--- src/rtl/bps_pkg.sv ---
// Package: constants, types and register codes of the bilinear pixel sampler.
package bps_pkg;

  // Image store geometry and fixed-point format
  localparam int MAX_WIDTH  = 512;
  localparam int MAX_HEIGHT = 512;
  localparam int FRAC_BITS  = 8;

  localparam int COL_W   = $clog2(MAX_WIDTH);
  localparam int ROW_W   = $clog2(MAX_HEIGHT);
  localparam int PIX_W   = 8;
  localparam int QUERY_W = 17;
  localparam int CFG_W   = 10;
  localparam int INT_W   = QUERY_W - FRAC_BITS;

  // Four parity banks: row parity x column parity
  localparam int BANK_AW    = (ROW_W - 1) + (COL_W - 1);
  localparam int BANK_DEPTH = 2 ** BANK_AW;

  // Weight and accumulator widths
  localparam int FRAC1_W = FRAC_BITS + 1;
  localparam int WGT_W   = 2 * FRAC_BITS + 1;
  localparam int PROD_W  = 2 * FRAC_BITS + PIX_W;
  localparam int SUM_W   = PROD_W + 2;

  // Configuration register indexes
  localparam int CFG_IDX_W = 1;
  localparam logic [CFG_IDX_W-1:0] CFG_IDX_WIDTH  = 1'b0;
  localparam logic [CFG_IDX_W-1:0] CFG_IDX_HEIGHT = 1'b1;

  // Request function codes
  localparam logic FUNC_WRITE  = 1'b0;
  localparam logic FUNC_SAMPLE = 1'b1;

  typedef struct packed {
    logic [PIX_W-1:0] a;
    logic [PIX_W-1:0] b;
    logic [PIX_W-1:0] c;
    logic [PIX_W-1:0] d;
  } pix_quad_t;

  // Pipeline advance controls from the top level
  typedef struct packed {
    logic ld1;
    logic en2;
    logic en3;
    logic en4;
  } adv_t;

endpackage

--- src/rtl/bps_blend.sv ---
// Blend pipeline: weights, weighted products, rounded sum.
module bps_blend import bps_pkg::*; (
  input  logic               clk_i,
  input  adv_t               adv_i,
  input  logic [QUERY_W-1:0] query_x_i,
  input  logic [QUERY_W-1:0] query_y_i,
  input  pix_quad_t          pix_i,
  output logic [PIX_W-1:0]   sample_value_o
);

  localparam logic [FRAC1_W-1:0] ONE  = FRAC1_W'(1) << FRAC_BITS;
  localparam logic [SUM_W-1:0]   HALF = SUM_W'(1) << (2 * FRAC_BITS - 1);

  logic [FRAC_BITS-1:0]   fx_q, fy_q;
  logic [FRAC1_W-1:0]     fx, fy, gx, gy;
  logic [2*FRAC1_W-1:0]   wa, wb, wc, wd;
  logic [WGT_W-1:0]       wa_q, wb_q, wc_q, wd_q;
  pix_quad_t              pix2_q;
  logic [WGT_W+PIX_W-1:0] pa, pb, pc, pd;
  logic [PROD_W-1:0]      pa_q, pb_q, pc_q, pd_q;
  logic [SUM_W-1:0]       sum;
  logic [PIX_W-1:0]       sample_value_q;

  // Stage 1: fractions, loaded with the bank read
  always_ff @(posedge clk_i) begin
    if (adv_i.ld1) begin
      fx_q <= query_x_i[FRAC_BITS-1:0];
      fy_q <= query_y_i[FRAC_BITS-1:0];
    end
  end

  // Stage 2: four corner weights, always summing to one
  always_comb begin
    fx = {1'b0, fx_q};
    fy = {1'b0, fy_q};
    gx = ONE - fx;
    gy = ONE - fy;
    wa = gx * gy;
    wb = fx * gy;
    wc = gx * fy;
    wd = fx * fy;
  end

  always_ff @(posedge clk_i) begin
    if (adv_i.en2) begin
      wa_q   <= wa[WGT_W-1:0];
      wb_q   <= wb[WGT_W-1:0];
      wc_q   <= wc[WGT_W-1:0];
      wd_q   <= wd[WGT_W-1:0];
      pix2_q <= pix_i;
    end
  end

  // Stage 3: weighted pixels
  always_comb begin
    pa = wa_q * pix2_q.a;
    pb = wb_q * pix2_q.b;
    pc = wc_q * pix2_q.c;
    pd = wd_q * pix2_q.d;
  end

  always_ff @(posedge clk_i) begin
    if (adv_i.en3) begin
      pa_q <= pa[PROD_W-1:0];
      pb_q <= pb[PROD_W-1:0];
      pc_q <= pc[PROD_W-1:0];
      pd_q <= pd[PROD_W-1:0];
    end
  end

  // Stage 4: sum, round half up, drop the fraction
  assign sum = SUM_W'(pa_q) + SUM_W'(pb_q) + SUM_W'(pc_q) + SUM_W'(pd_q) + HALF;

  always_ff @(posedge clk_i) begin
    if (adv_i.en4) begin
      sample_value_q <= sum[2*FRAC_BITS +: PIX_W];
    end
  end

  assign sample_value_o = sample_value_q;

endmodule

--- config.mk ---
export PLATFORM = sky130hd
export DESIGN_NAME = bps_blend
export DESIGN_NICKNAME = d
export VERILOG_FILES = /design/src/rtl/bps_pkg.sv /design/src/rtl/bps_blend.sv
export SDC_FILE = /design/constraint.sdc
export NUM_CORES = 2
export LEC_CHECK = 0
export BUFFER_PORTS_ARGS = -buffer_cell sky130_fd_sc_hd__buf_2
export CAP_MARGIN = 20
export CELL_PAD_IN_SITES_DETAIL_PLACEMENT = 2
export CELL_PAD_IN_SITES_GLOBAL_PLACEMENT = 2
export CORE_MARGIN = 10
export CORE_UTILIZATION = 47
export CTS_CLUSTER_SIZE = 14
export DETAILED_ROUTE_END_ITERATION = 6
export GPL_ROUTABILITY_DRIVEN = 0
export PLACE_DENSITY = 0.95
export SYNTH_ARGS = -nofsm -noshare
export SYNTH_HDL_FRONTEND = slang
export SYNTH_SLANG_ARGS = --single-unit
--- constraint.sdc ---
create_clock -name clk_i -period 11.8 [get_ports clk_i]
set_input_delay 1.18 -clock clk_i [delete_from_list [all_inputs] [get_ports clk_i]]
set_output_delay 1.18 -clock clk_i [all_outputs]
set_load 0.005 [all_outputs]
==> flow_summary.yaml <==
outcome:
  status: "complete, no violations"
clocking:
  clock_latency_ns: 0.66
  tritoncts: "yes"
  htree_levels: 1
  postCtsHoldBufs: 0
  numCtsBuffers: 31
  clockRootBuffer: "clkbuf_16"
  cts_resized: 0
  clock_sinks: 216
  path_clk_slew_ns: 0.08
  postCtsSetupBuffers: 0
  clk_path_buf_depth: 3
routing:
  via_per_inst: 6.35
  drc: 0
  drt_iter0_markers: 2602
  vias: 27400
  routed_wl_um: 156000
  drt-pass1-iter-count: 6
  ant_nets: 0
  wl_per_cell_um: 36.2
die:
  num_rows: 98
  dieWidth_um: 288
  core-area_mm2: 0.0712
  dieArea_mm2: 0.0827
  start_util_pct: 47.2
  dieHeight_um: 288
  ios: 79
sta:
  finalSetupTns_ns: 0
  maxSlewViolCount: 0
  worst_slew_pin_slew_ns: 1.09
  grt_setup_unrepaired: "false"
  hold_violations: 0
  skew_ns: 0.0309
  fmax_mhz: 137
  setup_viol: 0
  fin_crit_sh_pct: 62.0
  maxSlewHeadroom_pct: 27.5
  period_minus_slack_ns: 7.32
synth:
  async_flop_share_pct: 0
  synth-seq-cells: 216
  ys_types: 65
  synth_top_area_share_pct: 33.6
  yosys-top-cells-area: "fa_1 34%, edfxtp_1 19%, ha_1 13%, and2_1 9.3%, inv_1 6.5%"
  synth_ff_type: "edfxtp_1"
  synth_cells: 3307
  yosysWarnings: 0
  syn_avg_cell_area_um2: 10.2
  syn_area_mm2: 0.0336
  synth_seq_area_share_pct: 19.3
  synth-edff-count: 216
  synth_top_area_cell: "fa_1"
  syn_nets: 4305
finish:
  syn2layout_area_growth_pct: 6.95
  utilization_pct: 50.5
  multi_input_area_mm2: 0.0246
  area.sequential_mm2: 0.00649
  drive_above_1_share_pct: 4.47
  fin_nets: 4328
  fin_area_mm2: 0.0360
  layout_common_cells: "586 x inv_1, 565 x fa_1, 501 x and2_1"
  fillers: 7204
  mostFrequentLayoutCell: "inv_1"
global_route:
  track_usage_pct: 38.0
  grt_pass1_wl_um: 230000
  grt_max_degree: 62
  grt-ovfl-total: 0
  antenna_found_initial: 21
  grt_pass1_vias: 32800
placement:
  post-dp-hpwl_um: 108000
  numPortBuffers: 60
  placed_area_mm2: 0.0349
critical_path:
  end_kind: "flip-flop"
  crit_required_ns: 12.19
  cp_max_fo: 14
  startpoint_type: "flip-flop"
  r2r_cells: 21
  arrival_ns: 7.70
  path_class: "flip-flop to flip-flop"
job:
  drv_cap: 0
hold_path:
  hp-class: "input pin to flip-flop"
  worstHoldPathCells: 1
-- logic make-up (layout without fill, tap and decap cells) --
family,after synthesis,in the layout,synth area share (%)
AOI/OAI and AO/OA,323,323,6.28
xor gates and xnor gates,154,154,4.01
adders and majority gates,927,927,47.1
buffers and inverters,675,721,7.54
DFF,216,216,19.3
muxes,1,1,0.0297
other,0,11,0
and+or+nand+nor,1011,1011,15.8
-- final timing paths --
| path | from | to | slack, ns |
|---|---|---|---|
| max | fx_q[1] | wa_q[14] | 4.48 |
| min reg2reg | wd_q[1] | pd_q[1] | 0.97 |
| max reg2reg | fx_q[1] | wa_q[14] | 4.48 |
| min | pix_i[29] | pix2_q[29] | 0.70 |
-- Yosys cell counts (all sizes together) (2+ instances only) --
cell	count
a211oi	12
o31a	3
o41ai	2
and4	2
ha	362
nand2	329
and2	501
fa	565
clkbuf	83
nor2b	23
nand3b	2
nand4	7
o21a	22
edfxtp	216
a21oi	97
or4	2
a2111o	2
a31o	3
nor2	63
o31ai	4
xor2	33
a31oi	14
xnor2	121
nor4	9
and3	10
o21bai	13
o211ai	2
a21boi	6
buf	6
a221oi	5
or2	4
inv	586
a21o	50
nand2b	11
nor3	23
o21ai	67
a2111oi	2
o311ai	2
nand3	21
a41oi	2
or3	3
o2111a	2
a211o	6
-- worst max-delay path, cell delays in order, from the launching register on --
cell	delay, ns
edfxtp_1	0.67
inv_1	0.31
ha_1	0.26
nand2_1	0.14
or3_1	0.42
xor2_1	0.58
buf_4	0.31
and2_1	0.19
fa_1	0.53
fa_1	0.62
inv_1	0.09
fa_1	0.53
fa_1	0.52
inv_1	0.05
ha_1	0.34
o21ai_0	0.12
nand2b_1	0.15
a21oi_1	0.29
o21ai_0	0.25
a41oi_1	0.38
nor2b_1	0.21
xnor2_1	0.09
-- routing by layer --
| metal | up-vias | wire [um] | part of all wire (%) | global-route usage (%) |
|---|---|---|---|---|
| li1 | 10500 | - | - | - |
| met1 | 14200 | 51800 | 33 | 39.7 |
| met2 | 1816 | 77200 | 49 | 65.2 |
| met3 | 875 | 11700 | 7.5 | 8.85 |
| met4 | 12 | 15300 | 9.8 | 30.4 |
| met5 | - | 73 | 0.047 | 0 |
-- per-stage QoR --
| stage | hold slack (ns) | setup slack (ns) | cells |
|---|---|---|---|
| after floorplan | 0.583 | 6.43 | 3307 |
| after global routing | 0.704 | 4.28 | 4306 |
| after CTS | 0.681 | 4.64 | 4303 |
| after detailed placement | 0.960 | 4.91 | 4247 |
| after global placement | 0.945 | 5.47 | 4247 |
| final | 0.696 | 4.48 | 4314 |
-- registers in the layout, indices dropped and copies added (netlist names), 15 cells and up --
name    cells
pix2_q     32
pa_q       24
pb_q       24
pc_q       24
pd_q       24
wa_q       17
wb_q       16
wc_q       16
wd_q       15
-- cell type report --
class                           count  share of cell area (%)
Inverter                          586                    6.11
Antenna cell                       11                  0.0765
Clock buffer                       34                    2.19
Clock inverter                     22                   0.629
Multi-Input combinational cell   2416                    68.4
Tap cell                          950                    3.30
Sequential cell                   216                    18.0
Timing Repair Buffer               79                    1.24
Power is not shown: default switching activity piles up to over one toggle a cycle in this logic, so the estimate is an artifact.
